## src/rtl/channel_duty_cycle_limiter_macros.svh

```systemverilog
// Assertion macros for the duty-cycle limiter modules.
`ifndef CHANNEL_DUTY_CYCLE_LIMITER_MACROS_SVH
`define CHANNEL_DUTY_CYCLE_LIMITER_MACROS_SVH

// Same-cycle implication, checked out of reset.
`define CDCL_ASSERT_NOW(label, clk, rst_n, cond, expr) \
	label: assert property (@(posedge clk) disable iff (!rst_n) (cond) |-> (expr)) \
		else $error("cdcl assertion failed: same-cycle implication");

// Next-cycle implication, checked out of reset.
`define CDCL_ASSERT_NEXT(label, clk, rst_n, cond, expr) \
	label: assert property (@(posedge clk) disable iff (!rst_n) (cond) |=> (expr)) \
		else $error("cdcl assertion failed: next-cycle implication");

`endif

```

## src/rtl/cdcl_pkg.sv

```systemverilog
// Types and constants shared by the duty-cycle limiter modules.
package cdcl_pkg;

	localparam int unsigned CHANNEL_COUNT_DEF = 64;

	localparam int unsigned TIME_W = 32;
	localparam int unsigned CHAN_W = 8;
	localparam int unsigned STATUS_W = 2;
	localparam int unsigned CFG_INDEX_W = 8;

	localparam logic [TIME_W-1:0] WINDOW_LENGTH_RESET = 32'd100000;
	localparam logic [TIME_W-1:0] BUDGET_RESET = 32'd10000;

	localparam logic [CFG_INDEX_W-1:0] REG_WINDOW_LENGTH = 8'd0;
	localparam logic [CFG_INDEX_W-1:0] REG_BUDGET = 8'd1;

	localparam logic [STATUS_W-1:0] STATUS_GRANTED = 2'd0;
	localparam logic [STATUS_W-1:0] STATUS_BAD_CHANNEL = 2'd1;
	localparam logic [STATUS_W-1:0] STATUS_OVER_BUDGET = 2'd2;

	// Commands from the controller to the datapath.
	typedef struct packed {
		logic accept;
		logic check;
	} cmd_t;

endpackage

```

## src/rtl/cdcl_ram.sv

```systemverilog
// Generic single-write, single-read RAM with a registered read port.
module cdcl_ram #(
	parameter int unsigned WIDTH = 32,
	parameter int unsigned DEPTH = 64,
	localparam int unsigned AW = (DEPTH > 1) ? $clog2(DEPTH) : 1
) (
	input  logic             clk,
	input  logic             we,
	input  logic [AW-1:0]    waddr,
	input  logic [WIDTH-1:0] wdata,
	input  logic [AW-1:0]    raddr,
	output logic [WIDTH-1:0] rdata
);

	logic [WIDTH-1:0] mem_q [DEPTH];
	logic [WIDTH-1:0] rdata_q;

	always_ff @(posedge clk) begin
		if (we) begin
			mem_q[waddr] <= wdata;
		end
		rdata_q <= mem_q[raddr];
	end

	assign rdata = rdata_q;

endmodule

```

## src/rtl/cdcl_ctrl.sv

```systemverilog
// Controller state machine of the duty-cycle limiter.
`include "channel_duty_cycle_limiter_macros.svh"

module cdcl_ctrl import cdcl_pkg::*; (
	input  logic clk,
	input  logic arst_n,
	input  logic start,
	output logic busy,
	output logic done,
	output cmd_t cmd
);

	typedef enum logic [1:0] {
		ST_IDLE  = 2'b01,
		ST_CHECK = 2'b10
	} state_t;

	state_t state_q;
	state_t state_d;
	logic   done_q;

	assign busy = (state_q == ST_CHECK);
	assign cmd.accept = start && !busy;
	assign cmd.check = (state_q == ST_CHECK);

	always_comb begin
		case (state_q)
			ST_IDLE:  state_d = cmd.accept ? ST_CHECK : ST_IDLE;
			ST_CHECK: state_d = ST_IDLE;
			default:  state_d = ST_IDLE;
		endcase
	end

	always_ff @(posedge clk or negedge arst_n) begin
		if (!arst_n) begin
			state_q <= ST_IDLE;
			done_q <= 1'b0;
		end else begin
			state_q <= state_d;
			done_q <= cmd.check;
		end
	end

	assign done = done_q;

	`CDCL_ASSERT_NEXT(a_accept_then_check, clk, arst_n, cmd.accept, cmd.check)
	`CDCL_ASSERT_NEXT(a_check_then_done, clk, arst_n, cmd.check, done && !busy)
	`CDCL_ASSERT_NOW(a_done_not_busy, clk, arst_n, done, !cmd.check)

endmodule

```

## src/rtl/cdcl_dp.sv

```systemverilog
// Datapath of the duty-cycle limiter: registers, window check and budget check.
module cdcl_dp import cdcl_pkg::*; #(
	parameter int unsigned CHANNEL_COUNT = CHANNEL_COUNT_DEF,
	localparam int unsigned AW = (CHANNEL_COUNT > 1) ? $clog2(CHANNEL_COUNT) : 1
) (
	input  logic                   clk,
	input  logic                   arst_n,
	input  cmd_t                   cmd,
	input  logic [CHAN_W-1:0]      channel,
	input  logic [TIME_W-1:0]      airtime_ms,
	input  logic [TIME_W-1:0]      now_ms,
	input  logic                   cfg_we,
	input  logic [CFG_INDEX_W-1:0] cfg_index,
	input  logic [TIME_W-1:0]      cfg_data,
	output logic                   granted,
	output logic [STATUS_W-1:0]    status
);

	localparam logic [CHAN_W:0] CHAN_LIMIT = (CHAN_W+1)'(CHANNEL_COUNT);

	logic [TIME_W-1:0]   win_len_q;
	logic [TIME_W-1:0]   budget_q;
	logic [TIME_W-1:0]   win_start_q;
	logic [CHANNEL_COUNT-1:0] valid_q;

	logic [AW-1:0]       idx_s1;
	logic                bad_s1;
	logic [TIME_W-1:0]   air_s1;

	logic                granted_q;
	logic [STATUS_W-1:0] status_q;

	logic [TIME_W-1:0]   elapsed;
	logic                restart;
	logic [TIME_W-1:0]   rdata;
	logic [TIME_W-1:0]   total;
	logic [TIME_W:0]     sum;
	logic                over;
	logic                we;

	assign elapsed = now_ms - win_start_q;
	assign restart = cmd.accept && (elapsed >= win_len_q);

	// A total whose valid bit is clear was cleared by reset or a window restart.
	assign total = valid_q[idx_s1] ? rdata : '0;
	assign sum = {1'b0, total} + {1'b0, air_s1};
	assign over = sum > {1'b0, budget_q};
	assign we = cmd.check && !bad_s1 && !over;

	always_ff @(posedge clk or negedge arst_n) begin
		if (!arst_n) begin
			win_len_q <= WINDOW_LENGTH_RESET;
			budget_q <= BUDGET_RESET;
			win_start_q <= '0;
			valid_q <= '0;
		end else begin
			if (cfg_we && cfg_index == REG_WINDOW_LENGTH) begin
				win_len_q <= cfg_data;
			end
			if (cfg_we && cfg_index == REG_BUDGET) begin
				budget_q <= cfg_data;
			end
			if (restart) begin
				win_start_q <= now_ms;
				valid_q <= '0;
			end else if (we) begin
				valid_q[idx_s1] <= 1'b1;
			end
		end
	end

	always_ff @(posedge clk) begin
		if (cmd.accept) begin
			idx_s1 <= channel[AW-1:0];
			bad_s1 <= {1'b0, channel} >= CHAN_LIMIT;
			air_s1 <= airtime_ms;
		end
		if (cmd.check) begin
			if (bad_s1) begin
				granted_q <= 1'b0;
				status_q <= STATUS_BAD_CHANNEL;
			end else if (over) begin
				granted_q <= 1'b0;
				status_q <= STATUS_OVER_BUDGET;
			end else begin
				granted_q <= 1'b1;
				status_q <= STATUS_GRANTED;
			end
		end
	end

	cdcl_ram #(
		.WIDTH(TIME_W),
		.DEPTH(CHANNEL_COUNT)
	) u_totals (
		.clk  (clk),
		.we   (we),
		.waddr(idx_s1),
		.wdata(sum[TIME_W-1:0]),
		.raddr(channel[AW-1:0]),
		.rdata(rdata)
	);

	assign granted = granted_q;
	assign status = status_q;

endmodule

```

## src/rtl/channel_duty_cycle_limiter.sv

```systemverilog
// Top level of the per-channel duty-cycle limiter with a fixed accounting window.
// A taken request is checked in the CHECK state; the registered result comes with done.
// No new request is taken while busy, during the read-modify-write of the totals RAM.
// Reset (arst_n low, asynchronous) restores window length 100000 ms, budget 10000 ms,
// window start zero and marks every channel total as zero at once; no clearing pass.
module channel_duty_cycle_limiter import cdcl_pkg::*; #(
	parameter int unsigned CHANNEL_COUNT = CHANNEL_COUNT_DEF
) (
	input  logic                   clk,
	input  logic                   arst_n,
	input  logic                   start,
	output logic                   busy,
	input  logic [CHAN_W-1:0]      channel,
	input  logic [TIME_W-1:0]      airtime_ms,
	input  logic [TIME_W-1:0]      now_ms,
	output logic                   done,
	output logic                   granted,
	output logic [STATUS_W-1:0]    status,
	input  logic                   cfg_valid,
	output logic                   cfg_ready,
	input  logic [CFG_INDEX_W-1:0] cfg_index,
	input  logic [TIME_W-1:0]      cfg_data
);

	// A request is taken when start is high and busy is low. In that cycle the
	// datapath checks the window against now_ms: if it has run out, the window
	// restarts and every channel's valid bit is cleared, so all totals read as
	// zero. The channel's total is read from the RAM at the same edge.
	//
	// In the following cycle (busy high) the total and the airtime are added
	// without wrap and compared with the budget; a granted request writes the
	// new total back. The result is registered and shown for one cycle with
	// done high; the receiver cannot hold it off, and a new request may be
	// taken in that same cycle.
	cmd_t cmd;

	// Configuration transfers are always accepted; writes to an index beyond
	// the register list are dropped.
	assign cfg_ready = 1'b1;

	cdcl_ctrl u_ctrl (
		.clk   (clk),
		.arst_n(arst_n),
		.start (start),
		.busy  (busy),
		.done  (done),
		.cmd   (cmd)
	);

	cdcl_dp #(
		.CHANNEL_COUNT(CHANNEL_COUNT)
	) u_dp (
		.clk       (clk),
		.arst_n    (arst_n),
		.cmd       (cmd),
		.channel   (channel),
		.airtime_ms(airtime_ms),
		.now_ms    (now_ms),
		.cfg_we    (cfg_valid && cfg_ready),
		.cfg_index (cfg_index),
		.cfg_data  (cfg_data),
		.granted   (granted),
		.status    (status)
	);

endmodule

```

## config.mk

```make
export PLATFORM = sky130hd
export DESIGN_NAME = channel_duty_cycle_limiter
export DESIGN_NICKNAME = d
export VERILOG_FILES = /design/src/rtl/cdcl_pkg.sv /design/src/rtl/cdcl_ram.sv /design/src/rtl/cdcl_ctrl.sv /design/src/rtl/cdcl_dp.sv /design/src/rtl/channel_duty_cycle_limiter.sv
export VERILOG_INCLUDE_DIRS = /design/src /design/src/rtl
export SDC_FILE = /design/constraint.sdc
export NUM_CORES = 2
export LEC_CHECK = 0
export BUFFER_PORTS_ARGS = -buffer_cell sky130_fd_sc_hd__buf_2
export CAP_MARGIN = 0
export CORE_MARGIN = 10
export CORE_UTILIZATION = 50
export DETAILED_ROUTE_END_ITERATION = 10
export PLACE_DENSITY = 0.66
export SYNTH_ARGS = -nofsm -noshare
export SYNTH_HDL_FRONTEND = slang
export SYNTH_SLANG_ARGS = --single-unit
```

## constraint.sdc

```tcl
create_clock -name clk -period 11.1 [get_ports clk]
set_input_delay 1.665 -clock clk [delete_from_list [all_inputs] [get_ports clk]]
set_output_delay 1.665 -clock clk [all_outputs]
set_load 0.02 [all_outputs]
```

==> results.py <==
metrics = {
    "yosys": {
        "syn-num-nets": 4608,
        "synth_area_mm2": 0.0914,
        "avgSynthCellArea_um2": 21.0,
        "synth_cells": 4363,
        "synth_top_area_share_pct": 68.7,
        "synth_seq_cells": 2285,
        "synth-main-ff-cell": "edfxtp_1",
        "synth_area_leaders": "edfxtp_1 69%, mux4_2 16%, dfrtp_1 4.1%",
        "yosysWarnings": 0,
        "ys_seq_area_share_pct": 73.8,
        "netlist.top_cell.by_area": "edfxtp_1",
        "synthArstFlopShare_pct": 7.13,
        "synth_edf_count": 2090,
        "yosysUniqueCellTypes": 70,
    },
    "floorplanning": {
        "ios": 122,
        "design.core.area_mm2": 0.181,
        "dieArea_mm2": 0.200,
        "fp.dieH_um": 448,
        "core.rowCount": 156,
        "die_width_um": 448,
        "initial_core_util_pct": 50.4,
    },
    "timing": {
        "tightestPinTransition_ps": 1250,
        "slew_violations": 0,
        "post-route-period-util_pct": 83.5,
        "fin_crit_ps": 9270,
        "relSlewSlack_pct": 16.7,
        "grt_setup_unrepaired": "no",
        "hold_viol_final": 0,
        "setup_violations": 0,
        "clock.fmax_mhz": 108,
        "skew_ps": 39.5,
        "setup_tns_ps": 0,
    },
    "power": {
        "p_seq_share_pct": 49.4,
        "power_w": 0.0224,
        "combPwrFrac_pct": 17.9,
        "p_switching_w": 0.00632,
        "p_clk_share_pct": 32.8,
        "p_leak_nw": 33.5,
        "p_per_area_mw_per_mm2": 218,
        "switching_share_pct": 28.2,
        "ir_worst_vdd_mv": 0.238,
        "internal-power_w": 0.0161,
    },
    "clocking": {
        "postCtsSetupBuffers": 0,
        "cts_resized": 0,
        "cts_buffer_depth": 3,
        "htreeDepth": 4,
        "cts_buffers": 220,
        "clk_latency_ps": 870,
        "ctsHoldBuffers": 0,
        "tritoncts": "yes",
        "cts.clk_slew.worst_paths_ps": 60,
        "root_buffer": "clkbuf_16",
        "cts_num_sinks": 2285,
    },
    "route": {
        "drt_iter0_drc": 6335,
        "firstDrtPassIters": 6,
        "num_vias": 45800,
        "wl_um": 238000,
        "vias_per_cell": 6.40,
        "drc_errors": 0,
        "wl_per_cell_um": 33.3,
        "drtAntennaViolNets": 0,
    },
    "final_layout": {
        "instances_no_fill": 7144,
        "final_area_mm2": 0.103,
        "drive_gt1_share_pct": 29.2,
        "nFillCells": 13200,
        "syn_to_final_growth_pct": 12.4,
        "multi_input_comb_area_mm2": 0.0234,
        "final_nets": 4827,
        "regArea_mm2": 0.0675,
    },
    "global_routing": {
        "grt_overflow": 0,
        "grt_max_degree": 147,
        "grt_pass1_wl_um": 339000,
        "grt_pass1_vias": 44300,
        "grt_usage_pct": 23.7,
        "antenna_found_initial": 18,
    },
    "critical_path": {
        "required_ps": 11560,
        "path_depth": 29,
        "cpPeakStageDelay_ps": 1000,
        "worstSetupStartpointType": "register",
        "crit_family": "compound AO/OA/AOI/OAI gates",
        "cp_max_fo": 32,
        "cp.arrival_ps": 9730,
        "crit_start": "u_dp.idx_s1[0]",
        "ff2ff_path_depth": 29,
        "critPathBufInv": 1,
        "path_class": "register to register",
        "cpMostUsedCell": "a21oi_1",
        "worst_path_max_delay_cell": "edfxtp_1",
        "reg2reg_from": "u_dp.idx_s1[0]",
        "cp-end-kind": "register",
    },
    "place": {
        "port_buffers": 120,
        "routabilityCongestion": 0.904,
        "placed_cells": 6730,
        "hpwl_um": 151000,
        "placed_cell_area_mm2": 0.0957,
    },
    "hold_path": {
        "worstHoldStart": "u_ctrl.state_q[1]",
        "hold_depth": 1,
        "hp-class": "register to register",
    },
    "job": {
        "drv_cap": 0,
    },
    "outcome": {
        "outcome": "complete, no violations",
    },
}
## final cells by class
| type | instances | area share [%] |
|---|---|---|
| Sequential cell | 2285 | 65.7 |
| Multi-Input combinational cell | 1754 | 22.8 |
| Clock buffer | 268 | 5.62 |
| Clock inverter | 143 | 1.28 |
| Timing Repair Buffer | 208 | 1.32 |
| Inverter | 113 | 0.413 |
| Antenna cell | 3 | 0.00730 |
| Tap cell | 2370 | 2.88 |
## registers in the layout (all words and copies together), names as in the netlist
| register | count |
|---|---|
| u_ctrl.done | 1 |
| u_ctrl.state_q | 2 |
| u_dp.air_s1 | 32 |
| u_dp.bad_s1 | 1 |
| u_dp.budget_q | 32 |
| u_dp.granted | 1 |
| u_dp.idx_s1 | 6 |
| u_dp.status | 2 |
| u_dp.u_totals.mem_q | 2048 |
| u_dp.u_totals.rdata | 32 |
| u_dp.valid_q | 64 |
| u_dp.win_len_q | 32 |
| u_dp.win_start_q | 32 |
## per-stage QoR
stage	setup slack, ps	utilization, %	hold WS (ps)
after floorplan	1610	-	404
after global placement	2040	52.8	413
after detailed placement	1960	52.8	417
after CTS	1880	56.7	425
after global routing	1150	56.7	465
final	1830	56.7	424
## per-layer routing
layer,GRT usage (%),routed length (um),vias to the layer above
met4,7.00,7380,2
met2,35.1,108000,2334
li1,-,-,18500
met3,4.33,22200,295
met1,36.3,99400,24600
met5,0,11,-
## kinds of logic after synthesis
kind of cell | after synthesis | share of synthesized area, %
buf+inv | 324 | 1.50
fa+ha+maj | 129 | 1.78
compound gates | 361 | 2.53
xor+xnor | 59 | 0.565
other cells | 1 | 0.00410
simple gates | 440 | 2.18
flops | 2285 | 73.8
mux | 764 | 17.6
## worst register-to-register path, delay by kind of cell (launching register included)
family	cells	cell delay, ps
AO/OA/AOI/OAI	18	4130
XOR/XNOR	1	190
adder cells (fa/ha/maj)	2	590
buffers and inverters	1	470
flip-flops	1	1000
AND/OR/NAND/NOR	7	2430
## cell usage in the layout (no fill, tap or decap), types with 7 or more instances in the layout
cell type and instances:
a211oi_1 10, a21o_1 46, a21oi_1 90, a31oi_1 69, and2_1 37, buf_2 114, buf_4 85, bufinv_16 16
clkbuf_1 41, clkbuf_16 222, clkinv_1 55, clkinv_2 39, clkinv_4 8, clkinvlp_4 11, dfrtp_1 151, dfstp_2 12
dfxtp_1 32, edfxtp_1 2090, ha_1 126, inv_1 113, mux2_2 76, mux2i_1 20, mux4_2 668, nand2_1 106
nand2b_1 11, nand3_1 26, nand4_1 17, nor2_1 119, nor2_4 66, nor2b_1 14, nor3_1 17, o21a_1 12
o21ai_0 73, o21bai_1 7, xnor2_1 19, xnor2_2 16, xor2_1 11, xor2_4 13
## path summary, 6_finish.rpt
path	slack (ps)	to
max in group asynchronous	8690	u_dp.valid_q[12]
min	420	u_ctrl.state_q[1]
max reg2reg	1830	u_dp.u_totals.mem_q[33][4]
min reg2reg	420	u_ctrl.state_q[1]
max	1830	u_dp.u_totals.mem_q[33][4]
min in group asynchronous	860	u_dp.win_start_q[29]
## cells in the mapped netlist (12+ instances only)
library cell	number
a21o_1	46
a21oi_1	90
a31oi_1	69
and2_1	37
buf_1	17
buf_2	75
clkbuf_1	106
dfrtp_1	151
dfstp_2	12
dfxtp_1	32
edfxtp_1	2090
ha_1	127
inv_1	113
mux2_2	76
mux2i_1	20
mux4_2	668
nand2_1	106
nand3_1	26
nand4_1	17
nor2_1	185
nor2b_1	15
nor3_1	17
o21a_1	12
o21ai_0	74
xnor2_1	35
xor2_1	24
## power by group through the flow
stage / Combinational [W] / Clock, W / Sequential, W
after floorplan: 0.00214 / 0 / 0.0112
after global placement: 0.00391 / 0 / 0.0112
after detailed placement: 0.00402 / 0 / 0.0112
after CTS: 0.00403 / 0.00744 / 0.0110
after global routing: 0.00431 / 0.00777 / 0.0111
final: 0.00400 / 0.00733 / 0.0110
Note: power is estimated with default switching activity, not from simulation.
